### config.mk
export PLATFORM = sky130hd
export DESIGN_NAME = byte_stuffed_frame_decoder_unit_flat
export DESIGN_NICKNAME = d
export VERILOG_FILES = /design/src/rtl/core/bsfd_pkg.sv /design/src/rtl/core/bsfd_ifs.sv /design/src/rtl/core/bsfd_in_stage.sv /design/src/rtl/core/bsfd_decode.sv /design/src/rtl/core/byte_stuffed_frame_decoder_unit.sv /design/src/flat_wrapper.sv
export SDC_FILE = /design/constraint.sdc
export NUM_CORES = 1
export LEC_CHECK = 0
export ABC_CLOCK_PERIOD_IN_PS = 3750
export BUFFER_PORTS_ARGS = -buffer_cell sky130_fd_sc_hd__buf_2
export CAP_MARGIN = 20
export CORE_AREA = 2 2 118 86
export DETAILED_ROUTE_END_ITERATION = 6
export DIE_AREA = 0 0 120 88
export GPL_TIMING_DRIVEN = 0
export HOLD_SLACK_MARGIN = 0.02
export PLACE_DENSITY = 0.55
export SLEW_MARGIN = 20
export SYNTH_ARGS = -nofsm -noshare
export SYNTH_HDL_FRONTEND = slang
export SYNTH_SLANG_ARGS = --single-unit
export TNS_END_PERCENT = 1
### constraint.sdc
create_clock -name i_clk -period 3.75 [get_ports i_clk]
set_clock_uncertainty 0.2 [all_clocks]
set_input_delay 0.375 -clock i_clk [delete_from_list [all_inputs] [get_ports i_clk]]
set_output_delay 0.375 -clock i_clk [all_outputs]
set_load 0.01 [all_outputs]
### src/rtl/core/bsfd_pkg.sv
// Shared types and constants for the byte-stuffed frame decoder.
package bsfd_pkg;

    typedef logic [7:0] t_byte;

    localparam t_byte SYNC_RESET = 8'hAA;

    typedef struct packed {
        logic  valid;
        t_byte data;
    } t_slot;

endpackage

### src/rtl/core/bsfd_ifs.sv
// Channel interfaces: received bytes, decoded results and the sync register write.
interface bsfd_rx_if import bsfd_pkg::*; ();
    logic  valid;
    logic  ready;
    t_byte rx_byte;

    modport source (output valid, output rx_byte, input ready);
    modport sink (input valid, input rx_byte, output ready);
endinterface

interface bsfd_res_if import bsfd_pkg::*; ();
    logic  valid;
    logic  ready;
    t_byte frame_cmd;
    t_byte payload_byte;
    logic  has_data;
    logic  end_of_frame;
    t_byte decoded_length;

    modport source (
        output valid, output frame_cmd, output payload_byte, output has_data,
        output end_of_frame, output decoded_length, input ready
    );
    modport sink (
        input valid, input frame_cmd, input payload_byte, input has_data,
        input end_of_frame, input decoded_length, output ready
    );
endinterface

interface bsfd_cfg_if import bsfd_pkg::*; ();
    logic  valid;
    logic  ready;
    t_byte data;

    modport source (output valid, output data, input ready);
    modport sink (input valid, input data, output ready);
endinterface

### src/rtl/core/bsfd_in_stage.sv
// Input register for received bytes.
module bsfd_in_stage import bsfd_pkg::*; (
    input  logic           i_clk,
    input  logic           i_rst_n,
    bsfd_rx_if.sink        i_rx,
    input  logic           i_take,
    output t_slot          o_slot
);

    logic  r_valid;
    t_byte r_data;

    assign i_rx.ready = !r_valid || i_take;
    assign o_slot     = '{valid: r_valid, data: r_data};

    always_ff @(posedge i_clk) begin
        if (!i_rst_n) begin
            r_valid <= 1'b0;
        end else if (i_rx.ready) begin
            r_valid <= i_rx.valid;
        end
        if (i_rx.ready && i_rx.valid) begin
            r_data <= i_rx.rx_byte;
        end
    end

endmodule

### src/rtl/core/bsfd_decode.sv
// Frame parser state and result register.
module bsfd_decode import bsfd_pkg::*; (
    input  logic           i_clk,
    input  logic           i_rst_n,
    input  t_slot          i_slot,
    output logic           o_take,
    bsfd_cfg_if.sink       i_cfg,
    bsfd_res_if.source     o_res
);

    typedef enum logic [1:0] {
        PH_HUNT,
        PH_CMD,
        PH_LEN,
        PH_DATA
    } t_phase;

    t_phase r_phase, n_phase;
    t_byte  r_cmd, n_cmd;
    t_byte  r_rem, n_rem;
    logic   r_esc, n_esc;
    t_byte  r_cnt, n_cnt;
    t_byte  r_sync;

    logic   r_out_valid;
    t_byte  r_out_cmd, r_out_data, r_out_len;
    logic   r_out_has, r_out_eof;

    logic   emit;
    t_byte  e_data, e_len;
    logic   e_has, e_eof;
    t_byte  rem_dec;
    t_byte  cnt_inc;
    logic   is_sync;

    assign o_take  = i_slot.valid && (!r_out_valid || o_res.ready);
    assign rem_dec = r_rem - 8'd1;
    assign cnt_inc = r_cnt + 8'd1;
    assign is_sync = (i_slot.data == r_sync);

    always_comb begin
        n_phase = r_phase;
        n_cmd   = r_cmd;
        n_rem   = r_rem;
        n_esc   = r_esc;
        n_cnt   = r_cnt;
        emit    = 1'b0;
        e_data  = '0;
        e_has   = 1'b0;
        e_eof   = 1'b0;
        e_len   = '0;
        case (r_phase)
            PH_HUNT: begin
                if (is_sync) begin
                    n_phase = PH_CMD;
                end
            end
            PH_CMD: begin
                if (is_sync) begin
                    n_phase = PH_HUNT;
                end else begin
                    n_cmd   = i_slot.data;
                    n_phase = PH_LEN;
                end
            end
            PH_LEN: begin
                n_rem = i_slot.data;
                n_cnt = '0;
                n_esc = 1'b0;
                if (i_slot.data == 8'd0) begin
                    n_phase = PH_HUNT;
                    emit    = 1'b1;
                    e_eof   = 1'b1;
                end else begin
                    n_phase = PH_DATA;
                end
            end
            PH_DATA: begin
                n_rem = rem_dec;
                if (r_esc) begin
                    n_esc = 1'b0;
                    if (rem_dec == 8'd0) begin
                        n_phase = PH_HUNT;
                    end
                end else begin
                    n_cnt  = cnt_inc;
                    emit   = 1'b1;
                    e_data = i_slot.data;
                    e_has  = 1'b1;
                    if (is_sync && rem_dec != 8'd0) begin
                        n_esc = 1'b1;
                        e_eof = (rem_dec == 8'd1);
                    end else begin
                        e_eof = (rem_dec == 8'd0);
                        if (e_eof) begin
                            n_phase = PH_HUNT;
                        end
                    end
                    e_len = e_eof ? cnt_inc : 8'd0;
                end
            end
            default: begin
                n_phase = PH_HUNT;
            end
        endcase
    end

    assign i_cfg.ready         = 1'b1;
    assign o_res.valid          = r_out_valid;
    assign o_res.frame_cmd      = r_out_cmd;
    assign o_res.payload_byte   = r_out_data;
    assign o_res.has_data       = r_out_has;
    assign o_res.end_of_frame   = r_out_eof;
    assign o_res.decoded_length = r_out_len;

    always_ff @(posedge i_clk) begin
        if (!i_rst_n) begin
            r_phase     <= PH_HUNT;
            r_cmd       <= '0;
            r_rem       <= '0;
            r_esc       <= 1'b0;
            r_cnt       <= '0;
            r_sync      <= SYNC_RESET;
            r_out_valid <= 1'b0;
        end else begin
            if (i_cfg.valid) begin
                r_sync <= i_cfg.data;
            end
            if (o_take) begin
                r_phase <= n_phase;
                r_cmd   <= n_cmd;
                r_rem   <= n_rem;
                r_esc   <= n_esc;
                r_cnt   <= n_cnt;
            end
            if (o_take && emit) begin
                r_out_valid <= 1'b1;
            end else if (o_res.ready) begin
                r_out_valid <= 1'b0;
            end
        end
        if (o_take && emit) begin
            r_out_cmd  <= n_cmd;
            r_out_data <= e_data;
            r_out_has  <= e_has;
            r_out_eof  <= e_eof;
            r_out_len  <= e_len;
        end
    end

`ifndef SYNTH
    a_empty_is_final: assert property (@(posedge i_clk) disable iff (!i_rst_n)
        (r_out_valid && !r_out_has) |-> (r_out_eof && r_out_data == 8'd0 && r_out_len == 8'd0))
        else $error("empty result not a zero-length final");

    a_len_only_at_end: assert property (@(posedge i_clk) disable iff (!i_rst_n)
        (r_out_valid && !r_out_eof) |-> (r_out_len == 8'd0))
        else $error("length reported before end of frame");

    a_esc_in_data: assert property (@(posedge i_clk) disable iff (!i_rst_n)
        r_esc |-> (r_phase == PH_DATA))
        else $error("escape pending outside payload");

    a_data_has_bytes: assert property (@(posedge i_clk) disable iff (!i_rst_n)
        (r_phase == PH_DATA) |-> (r_rem != 8'd0))
        else $error("payload phase with no raw bytes left");

    a_stall_blocks_take: assert property (@(posedge i_clk) disable iff (!i_rst_n)
        (r_out_valid && !o_res.ready) |-> !o_take)
        else $error("byte consumed while result stalled");
`endif

endmodule

### src/rtl/core/byte_stuffed_frame_decoder_unit.sv
// Top level of the byte-stuffed frame decoder.
// Decodes one received byte per clock unless the result is stalled: hunts for the
// sync byte, takes a command and a raw length, then unstuffs the payload (a sync
// byte inside the payload stands for one sync value and the raw byte after it is
// dropped). Each decoded payload byte gives one result; the last result of a
// frame carries the decoded length, and a zero-length frame gives one empty final
// result. A byte passes an input register and one decision step into the result
// register, and a byte can be taken every cycle while the result is not stalled;
// the rate is set by the single state update per byte. A stalled result holds
// the decode step, and the input register holds at most one more byte behind it.
// The sync value (reset 0xAA) is written through the configuration channel; the
// user must write it only while the decoder is idle: the block does not enforce it.
module byte_stuffed_frame_decoder_unit import bsfd_pkg::*; (
    input  logic       i_clk,
    input  logic       i_rst_n,
    bsfd_rx_if.sink    i_rx,
    bsfd_cfg_if.sink   i_cfg,
    bsfd_res_if.source o_res
);

    t_slot slot;
    logic  take;

    bsfd_in_stage u_in_stage (
        .i_clk   (i_clk),
        .i_rst_n (i_rst_n),
        .i_rx    (i_rx),
        .i_take  (take),
        .o_slot  (slot)
    );

    bsfd_decode u_decode (
        .i_clk   (i_clk),
        .i_rst_n (i_rst_n),
        .i_slot  (slot),
        .o_take  (take),
        .i_cfg   (i_cfg),
        .o_res   (o_res)
    );

endmodule
### src/flat_wrapper.sv
// flat-port wrapper written by rule: the top's interface ports become plain ports
module byte_stuffed_frame_decoder_unit_flat import bsfd_pkg::*;
  (i_clk, i_rst_n, i_rx_valid, i_rx_rx_byte, i_rx_ready, i_cfg_valid, i_cfg_data, i_cfg_ready, o_res_valid, o_res_frame_cmd, o_res_payload_byte, o_res_has_data, o_res_end_of_frame, o_res_decoded_length, o_res_ready);
  bsfd_rx_if i_rx_i ();
  bsfd_cfg_if i_cfg_i ();
  bsfd_res_if o_res_i ();
  input  logic i_clk;
  input  logic i_rst_n;
  input wire logic [$bits(i_rx_i.valid)-1:0] i_rx_valid;
  input wire logic [$bits(i_rx_i.rx_byte)-1:0] i_rx_rx_byte;
  output wire logic [$bits(i_rx_i.ready)-1:0] i_rx_ready;
  input wire logic [$bits(i_cfg_i.valid)-1:0] i_cfg_valid;
  input wire logic [$bits(i_cfg_i.data)-1:0] i_cfg_data;
  output wire logic [$bits(i_cfg_i.ready)-1:0] i_cfg_ready;
  output wire logic [$bits(o_res_i.valid)-1:0] o_res_valid;
  output wire logic [$bits(o_res_i.frame_cmd)-1:0] o_res_frame_cmd;
  output wire logic [$bits(o_res_i.payload_byte)-1:0] o_res_payload_byte;
  output wire logic [$bits(o_res_i.has_data)-1:0] o_res_has_data;
  output wire logic [$bits(o_res_i.end_of_frame)-1:0] o_res_end_of_frame;
  output wire logic [$bits(o_res_i.decoded_length)-1:0] o_res_decoded_length;
  input wire logic [$bits(o_res_i.ready)-1:0] o_res_ready;
  assign i_rx_i.valid = i_rx_valid;
  assign i_rx_i.rx_byte = i_rx_rx_byte;
  assign i_rx_ready = i_rx_i.ready;
  assign i_cfg_i.valid = i_cfg_valid;
  assign i_cfg_i.data = i_cfg_data;
  assign i_cfg_ready = i_cfg_i.ready;
  assign o_res_valid = o_res_i.valid;
  assign o_res_frame_cmd = o_res_i.frame_cmd;
  assign o_res_payload_byte = o_res_i.payload_byte;
  assign o_res_has_data = o_res_i.has_data;
  assign o_res_end_of_frame = o_res_i.end_of_frame;
  assign o_res_decoded_length = o_res_i.decoded_length;
  assign o_res_i.ready = o_res_ready;
  byte_stuffed_frame_decoder_unit u_core (.i_clk(i_clk), .i_rst_n(i_rst_n), .i_rx(i_rx_i), .i_cfg(i_cfg_i), .o_res(o_res_i));
endmodule
==> results of run 1 <==
==> kinds of logic after synthesis <==
family	Yosys count	synth area share
and+or+nand+nor	121	0.191
xor gates and xnor gates	18	0.0487
DFF	71	0.544
other	1	0.00116
muxes	25	0.0808
buffers and inverters	21	0.0278
adders and majority gates	4	0.0155
AOI/OAI and AO/OA	43	0.0905
==> critical path, delay by kind of cell, from the launching register on <==
kind             cells  cell delay, ns
and+or+nand+nor      3            1.44
DFF                  1            0.53
muxes                1            0.30
==> registers in the layout, summed over array words and instances, names as in the netlist <==
name / count
u_core.u_decode.o_res.decoded_length: 8
u_core.u_decode.o_res.end_of_frame: 1
u_core.u_decode.o_res.frame_cmd: 8
u_core.u_decode.o_res.has_data: 1
u_core.u_decode.o_res.payload_byte: 8
u_core.u_decode.o_res.valid: 1
u_core.u_decode.r_cmd: 8
u_core.u_decode.r_cnt: 8
u_core.u_decode.r_esc: 1
u_core.u_decode.r_phase: 2
u_core.u_decode.r_rem: 8
u_core.u_decode.r_sync: 8
u_core.u_in_stage.r_data: 8
u_core.u_in_stage.r_valid: 1
==> metal layers <==
layer / vias up / wire length, microns / global-route usage
met4: 0 / 64 / 0.0513
met1: 1157 / 3780 / 0.218
met3: 6 / 435 / 0.0514
met2: 69 / 3180 / 0.205
met5: - / 0 / 0
li1: 1203 / - / -
==> cell type report <==
| cell class | count | area [sq um] | share of cell area |
|---|---|---|---|
| Sequential cell | 71 | 1760 | 0.434 |
| Multi-Input combinational cell | 212 | 1390 | 0.343 |
| Timing Repair Buffer | 54 | 310 | 0.0764 |
| Clock buffer | 10 | 239 | 0.0589 |
| Tap cell | 128 | 160 | 0.0394 |
| Clock inverter | 6 | 108 | 0.0265 |
| Buffer | 15 | 67.6 | 0.0166 |
| Inverter | 6 | 22.5 | 0.00555 |
==> power by group through the flow <==
| stage | sequential, mW | combinational (mW) | clock (mW) |
|---|---|---|---|
| after floorplan | 0.843 | 0.0354 | 0 |
| final | 0.836 | 0.0598 | 0.988 |
| after detailed placement | 0.852 | 0.0538 | 0 |
| after CTS | 0.835 | 0.0601 | 1.01 |
| after global routing | 0.836 | 0.0664 | 1.04 |
| after global placement | 0.852 | 0.0533 | 0 |
==> worst max-delay path by stage <==
stage,from,endpoint,slack (ns),cells after the start
4_1_cts,u_core.u_in_stage.r_data[2]$_DFFE_PP_,u_core.u_decode.o_res.decoded_length[5]$_SDFFCE_PP0P_,0.84,4
3_5_place_dp,u_core.u_in_stage.r_data[2]$_DFFE_PP_,u_core.u_decode.o_res.decoded_length[6]$_SDFFCE_PP0P_,0.86,4
5_1_grt,u_core.u_in_stage.r_data[3]$_DFFE_PP_,u_core.u_decode.o_res.decoded_length[1]$_SDFFCE_PP0P_,0.72,4
3_3_place_gp,u_core.u_in_stage.r_data[2]$_DFFE_PP_,u_core.u_decode.o_res.decoded_length[0]$_SDFFCE_PP0P_,-0.13,4
6_report,u_core.u_in_stage.r_data[3]$_DFFE_PP_,u_core.u_decode.o_res.decoded_length[5]$_SDFFCE_PP0P_,0.90,4
2_1_floorplan,u_core.u_in_stage.r_data[3]$_DFFE_PP_,u_core.u_decode.o_res.decoded_length[0]$_SDFFCE_PP0P_,0.53,4
==> stage by stage <==
| stage | cells | TNS (ns) | power, mW |
|---|---|---|---|
| after detailed placement | 478 | 0 | 0.906 |
| after floorplan | 304 | 0 | 0.879 |
| after global routing | 502 | 0 | 1.95 |
| final | 502 | 0 | 1.88 |
| after CTS | 502 | 0 | 1.90 |
| after global placement | 478 | -3.33 | 0.905 |
==> synthesized netlist by cell type, types with 3 or more instances <==
cell      instances  area (sq um)
nand2_1          39           146
dfxtp_1          37           741
edfxtp_1         34          1020
nor2_1           23          86.3
mux2i_1          16           160
and2_1           14          87.6
xnor2_1          13           114
o21ai_0          11          55.1
clkbuf_1         10          37.5
nor2b_1          10          62.6
mux2_2            9           101
nand3_1           8          40.0
a21oi_1           7          35.0
inv_1             6          22.5
a21boi_0          5          37.5
xor2_1            5          43.8
ha_1              4          50.1
nor3_1            4          20.0
or4_1             4          30.0
buf_2             3          15.0
o31ai_1           3          22.5
or3_1             3          18.8
==> what timing repair did <==
item / 4_1_cts / 5_1_grt
hold buffers: 8 / 0
setup buffers: 0 / 0
endpoints found under the hold margin: 8 / 0
==> flow_summary.yaml, run 1 <==
placed_design:
  gp_congestion: 0.833
  port_buffers: 46
  hpwl_microns: 5020
  post-place-ws_ns: 0.859
  placed_cell_area_sq_um: 3630
die:
  coreArea_sq_um: 9420
  die-area_sq_um: 10600
  die_height_microns: 88
  die-width_microns: 120
  start_util: 0.343
  core.rowCount: 30
  io_pins: 50
finish:
  stdcell_area_sq_um: 4060
  drive_gt1_frac: 0.214
  final.fill_count: 919
  layout_common_cells: "49 x buf_2, 39 x nand2_1, 37 x dfxtp_1"
  antenna_cells: 0
  area_delta_synth_final_pct: 25.5
  final_nets: 394
  final_common_cell: "buf_2"
  fin_util: 0.431
cts:
  root_buffer: "clkbuf_16"
  clkTransAtPathRegs_ns: 0.06
  cts_tree: "done"
  clockBufferDepth: 2
  cts_resized: 0
  worstSkewPairLatency_ns: 0.33
  cts-htree-levels: 3
  cts-buffers-inserted: 9
  cts_sinks: 71
synth:
  postSynthCellCount: 304
  async_flop_share: 0
  ys_seq_area_frac: 0.544
  synth_ff_type: "dfxtp_1"
  yosysWarningCount: 0
  synth_cell_types: 50
  synth_fp_nets: 329
  synth.cell_area_sq_um: 3240
  synth_edf_count: 34
  synth-seq-cells: 71
  syn_area_per_cell_sq_um: 10.6
sta:
  slew_violations: 0
  worstMarginPinSlew_ns: 0.844
  fin_crit_sh: 0.761
  hold_ws_ns: 0.0577
  hold_viol_final: 0
  relSlewSlack: 0.434
  worst_slack_ns: 0.896
  fmax_ghz: 0.350
  setup_viol: 0
  rsz0062_at_grt: "false"
  min_period_ns: 2.85
detailed_routing:
  viasPerCell: 4.85
  first_pass_iters: 4
  vias: 2435
  routedWlPerCell_microns: 14.9
  drtAntennaViolNets: 0
  drc_errors: 0
  drt-initial-drc-count: 133
  drt-total-wl_microns: 7460
setup_path:
  worstSetupStartpointType: "register"
  r2r_end: "u_core.u_decode.o_res.decoded_length[5]$_SDFFCE_PP0P_"
  r2r_slack_ns: 0.90
  worstSetupPathType: "reg -> reg"
  crit_path_end_kind: "register"
  cp_max_fo: 26
  worstRegToRegCells: 4
  cpPeakStageDelay_ns: 0.60
  crit_slowest_cell: "nor2_4"
  cp.arrival_ns: 2.62
  path_cells: "or4_1, or2_1, mux2_2, nor2_4"
  crit_required_ns: 3.51
  r2r-start: "u_core.u_in_stage.r_data[3]$_DFFE_PP_"
pwr:
  p_leak_nw: 1.56
  pwr-share-clk: 0.525
  comb_power_share: 0.032
  p_switching_uw: 368
  p_int_mw: 1.52
  vdd_drop_max_mv: 0.296
  seqPwrFrac: 0.444
  power_density_nw_per_um2: 464
  p_sw_frac: 0.195
global_route:
  antenna_found_initial: 0
  grt_start_max_net_pins: 27
  gr-total-overflow: 0
  grt_pass1_wl_microns: 11800
  grt_usage: 0.150
  first_global_vias: 2191
worst_hold_path:
  min_path_cells: 3
  holdCritStartpoint: "i_cfg_data[3]"
  hp-class: "in -> reg"
  min_to: "u_core.u_decode.r_sync[3]$_SDFFE_PN1P_"
run:
  maxCapViolations: 0
outcome:
  status: "finished, final reports clean"
Power figures use the tool's default switching activity.
==> run 2: changes to the inputs <==
ABC_CLOCK_PERIOD_IN_PS = 2700   (was 3750)
clock period = 2.7 ns   (was 3.75 ns; I/O delays follow)
==> run 2 against run 1 <==
  * Worst hold slack better by 0.059 ns
  * Count of clock-buffer cells in the layout up 1
  * Global-route usage up 0.71 points
  * Largest cell class unchanged
==> flow_summary.yaml, run 2 (synthesized netlist as in run 1, its figures left out) <==
die:
  io_pins: 50
  die-area_sq_um: 10600
  die-width_microns: 120
  core.rowCount: 30
  start_util: 0.343
  coreArea_sq_um: 9420
  die_height_microns: 88
placed_design:
  post-place-ws_ns: -0.182
  placed_cell_area_sq_um: 3630
  gp_congestion: 0.833
  hpwl_microns: 5080
  port_buffers: 46
cts:
  cts-htree-levels: 3
  clkTransAtPathRegs_ns: 0.06
  root_buffer: "clkbuf_16"
  cts_tree: "done"
  cts_sinks: 71
  clockBufferDepth: 2
  worstSkewPairLatency_ns: 0.34
  cts-buffers-inserted: 9
finish:
  antenna_cells: 0
  multiInputGateArea_sq_um: 1420
  drive_gt1_frac: 0.219
  fin_util: 0.444
  seqCellArea_sq_um: 1760
  stdcell_area_sq_um: 4180
  area_delta_synth_final_pct: 29.2
  final_nets: 404
  layout_common_cells: "49 x buf_2, 39 x nand2_1, 37 x dfxtp_1"
  final.fill_count: 906
  final_common_cell: "buf_2"
sta:
  relSlewSlack: 0.459
  slew_violations: 0
  worst_slack_ns: 0.0604
  rsz0062_at_grt: "true"
  tns_ns: 0
  fmax_ghz: 0.379
  hold_viol_final: 0
  worstMarginPinSlew_ns: 0.807
  setup_viol: 0
  fin_crit_sh: 0.978
  min_period_ns: 2.64
setup_path:
  worstSetupPathType: "reg -> reg"
  cp_max_fo: 13
  crit_path_end_kind: "register"
  crit_required_ns: 2.48
  worstSetupStartpointType: "register"
  cp.arrival_ns: 2.42
pwr:
  vdd_drop_max_mv: 0.364
  p_total_mw: 2.63
  p_leak_nw: 1.60
  power_density_nw_per_um2: 629
outcome:
  status: "finished, final reports clean"
detailed_routing:
  vias: 2438
  drtAntennaViolNets: 0
  routedWlPerCell_microns: 14.8
  drt-initial-drc-count: 145
  drc_errors: 0
  viasPerCell: 4.76
  first_pass_iters: 5
  drt-total-wl_microns: 7580
worst_hold_path:
  hp-class: "in -> reg"
global_route:
  grt_pass1_wl_microns: 12400
  gr-total-overflow: 0
  grt_usage: 0.157
  grt_start_max_net_pins: 14
  first_global_vias: 2403
  antenna_found_initial: 0
run:
  maxCapViolations: 0
## run 2: cell types whose count changed in the layout (fill, tap and decap cells not counted), sizes merged
cell / delta
dlygate4sd3: +9
clkinvlp: +1
nor2: +1
clkbuf: +1
clkinv: -2
## run 2: through the flow
| stage | std cells | hold WS [ns] |
|---|---|---|
| after detailed placement | 478 | 0.248 |
| after global placement | 478 | 0.240 |
| after global routing | 512 | 0.149 |
| after CTS | 512 | 0.0994 |
| after floorplan | 304 | 0.169 |
| final | 512 | 0.117 |
## run 2: worst max-delay path, stage by stage, from the launching register on
cell      delay (ns)
edfxtp_1        0.54
or4_4           0.58
or2_1           0.26
mux2_4          0.32
nor2_4          0.37
## run 2: layout make-up
type                       instances  area share
inverter                           6     0.00539
multi-input combinational        213       0.339
sequential                        71       0.421
buffer                            15      0.0162
clock buffer                      11      0.0581
timing repair buffer              63      0.0958
tap                              128      0.0383
clock inverter                     5      0.0254
## run 2: timing repair
action	CTS	global route
endpoints found under the setup margin	26	34
pin swaps	1	1
hold buffers	17	0
setup buffers	0	0
gates cloned	1	0
hold endpoints to repair	17	0
gates resized for setup	1	4
## run 2: where the power goes
group | internal [mW] | switching, mW
sequential | 1.14 | 0.0239
combinational | 0.0530 | 0.0417
clock | 0.929 | 0.446
## run 2: per-layer routing
| metal | vias to the layer above | share of wire | track usage |
|---|---|---|---|
| li1 | 1225 | - | - |
| met1 | 1118 | 0.47 | 0.211 |
| met2 | 83 | 0.44 | 0.231 |
| met3 | 12 | 0.073 | 0.0527 |
| met4 | 0 | 0.020 | 0.0674 |
| met5 | - | 0 | 0 |
## run 2: path summary, 6_finish.rpt
path                                    startpoint                                                    end  slack, ns  cells after the start
max          u_core.u_in_stage.r_data[3]$_DFFE_PP_  u_core.u_decode.o_res.decoded_length[0]$_SDFFCE_PP0P_       0.06                      4
min                                    o_res_ready                 u_core.u_in_stage.r_valid$_SDFFE_PN0N_       0.12                      4
max reg2reg  u_core.u_in_stage.r_data[3]$_DFFE_PP_  u_core.u_decode.o_res.decoded_length[0]$_SDFFCE_PP0P_       0.06                      4
min reg2reg  u_core.u_decode.r_cmd[4]$_SDFFE_PN0P_                  u_core.u_decode.r_cmd[4]$_SDFFE_PN0P_       0.26                      2
==> run 3: changes to the inputs <==
PLACE_DENSITY = 0.61   (was 0.55)
==> run 3 against run 2 <==
  * Via count is 1.8% higher
  * Global-route usage is 0.065 points higher
  * Count of clock-buffer cells in the layout is 1 lower
  * Register-to-register slack better by 0.03 ns
  * Largest power group unchanged
  * Sequential share of layout area is 0.19 points higher
  * Combinational power is 2.5% higher
  * Cell area is 0.45% lower
  * Clock power is 8% lower
  * Non-clock buffer count stayed put
  * First-iteration DRC count is 19% lower
==> flow_summary.yaml, run 3 (synthesized netlist as in run 1, its figures left out) <==
cts:
  cts_sinks: 71
  cts-buffers-inserted: 9
  clockBufferDepth: 2
  root_buffer: "clkbuf_16"
  clkTransAtPathRegs_ns: 0.05
  cts_tree: "done"
  worstSkewPairLatency_ns: 0.34
  cts_setup_buffers: 0
  cts-htree-levels: 3
sta:
  relSlewSlack: 0.438
  fmax_ghz: 0.383
  worstMarginPinSlew_ns: 0.838
  fin_crit_sh: 0.968
  hold_viol_final: 0
  min_period_ns: 2.61
  tns_ns: 0
  setup_viol: 0
  slew_violations: 0
finish:
  layout_common_cells: "49 x buf_2, 39 x nand2_1, 37 x dfxtp_1"
  area_delta_synth_final_pct: 28.6
  final.fill_count: 877
  final_common_cell: "buf_2"
  seqCellArea_sq_um: 1760
  drive_gt1_frac: 0.221
  antenna_cells: 0
  final_nets: 404
  multiInputGateArea_sq_um: 1430
  stdcell_area_sq_um: 4160
setup_path:
  crit_required_ns: 2.49
  crit_slowest_cell: "or4_4"
  crit_path_end_kind: "register"
  path_cells: "or4_4, or2_1, mux2_4, nor2_4"
  worstSetupPathType: "reg -> reg"
  cp_top_family: "simple AND/OR/NAND/NOR gates"
  cpPeakStageDelay_ns: 0.58
  cp.arrival_ns: 2.40
  worstSetupStartpointType: "register"
  cp_max_fo: 13
  cp_num_buf_inv: 0
global_route:
  gr-total-overflow: 0
  first_global_vias: 2420
  grt_pass1_wl_microns: 12400
  grt_start_max_net_pins: 14
  antenna_found_initial: 0
  grt_usage: 0.157
run:
  maxCapViolations: 0
detailed_routing:
  viasPerCell: 4.85
  drt-initial-drc-count: 118
  vias: 2483
  routedWlPerCell_microns: 15.0
  drt-total-wl_microns: 7700
  first_pass_iters: 4
  drc_errors: 0
  drtAntennaViolNets: 0
worst_hold_path:
  hp-class: "in -> reg"
placed_design:
  port_buffers: 46
  hpwl_microns: 4990
  gp_congestion: 0.814
  placed_cell_area_sq_um: 3630
die:
  core.rowCount: 30
  io_pins: 50
  die-width_microns: 120
  die_height_microns: 88
  start_util: 0.343
  die-area_sq_um: 10600
  coreArea_sq_um: 9420
pwr:
  vdd_drop_max_mv: 0.471
  power_density_nw_per_um2: 608
  p_leak_nw: 1.60
outcome:
  status: "finished, final reports clean"
==> run 3: per-stage QoR <==
step | hold slack, ns | util | cells | total power [mW] | setup slack (ns)
CTS | 0.113 | 0.439 | 512 | 2.56 | 0.0458
floorplan | 0.169 | - | 304 | 1.22 | 0.174
detailed placement | 0.248 | 0.386 | 478 | 1.26 | -0.190
global route | 0.152 | 0.442 | 512 | 2.61 | -0.000423
global placement | 0.240 | 0.386 | 478 | 1.26 | -0.174
finish | 0.129 | 0.442 | 512 | 2.53 | 0.0863
==> run 3: tightest hold or removal path, cell delays in order <==
cell and delay [ns]:
buf_2 0.10, nor2b_1 0.05, a21oi_1 0.14, nor2b_1 0.05
==> run 3: path summary, 6_finish.rpt <==
path	cells past startpoint	startpoint	slack, ns	end
worst max-delay path	4	u_core.u_in_stage.r_data[3]$_DFFE_PP_	0.09	u_core.u_decode.o_res.decoded_length[6]$_SDFFCE_PP0P_
worst min-delay path	4	o_res_ready	0.13	u_core.u_in_stage.r_valid$_SDFFE_PN0N_
worst max register to register	4	u_core.u_in_stage.r_data[3]$_DFFE_PP_	0.09	u_core.u_decode.o_res.decoded_length[6]$_SDFFCE_PP0P_
worst min register to register	2	u_core.u_decode.r_cmd[3]$_SDFFE_PN0P_	0.26	u_core.u_decode.r_cmd[3]$_SDFFE_PN0P_
==> run 3: cell type report <==
class	count	share of cell area
flip-flops and latches	71	0.423
multi-input cells	213	0.343
repair buffers	63	0.0962
clock buffers	10	0.0574
well taps	128	0.0385
clock inverters	6	0.0201
plain buffers	15	0.0162
inverters	6	0.00541
==> run 3: power breakdown <==
group,leakage [nW],total [mW],switching (mW),internal [mW]
clock network,0.152,1.27,0.445,0.828
logic,0.801,0.0971,0.0440,0.0531
registers,0.643,1.16,0.0240,1.14
total,1.60,2.53,0.513,2.02
==> run 3: timing repair <==
item,4_1_cts,5_1_grt
gates cloned,1,0
endpoints found under the setup margin,26,34
endpoints found under the hold margin,17,0
gates resized for setup,1,5
pin swaps,1,1
hold buffers,17,0
==> run 3: routing by layer <==
metal | up-vias | share of wire | track usage
li1 | 1231 | - | -
met1 | 1162 | 0.48 | 0.223
met2 | 80 | 0.43 | 0.228
met3 | 10 | 0.077 | 0.0527
met4 | 0 | 0.011 | 0.0471
met5 | - | 0 | 0
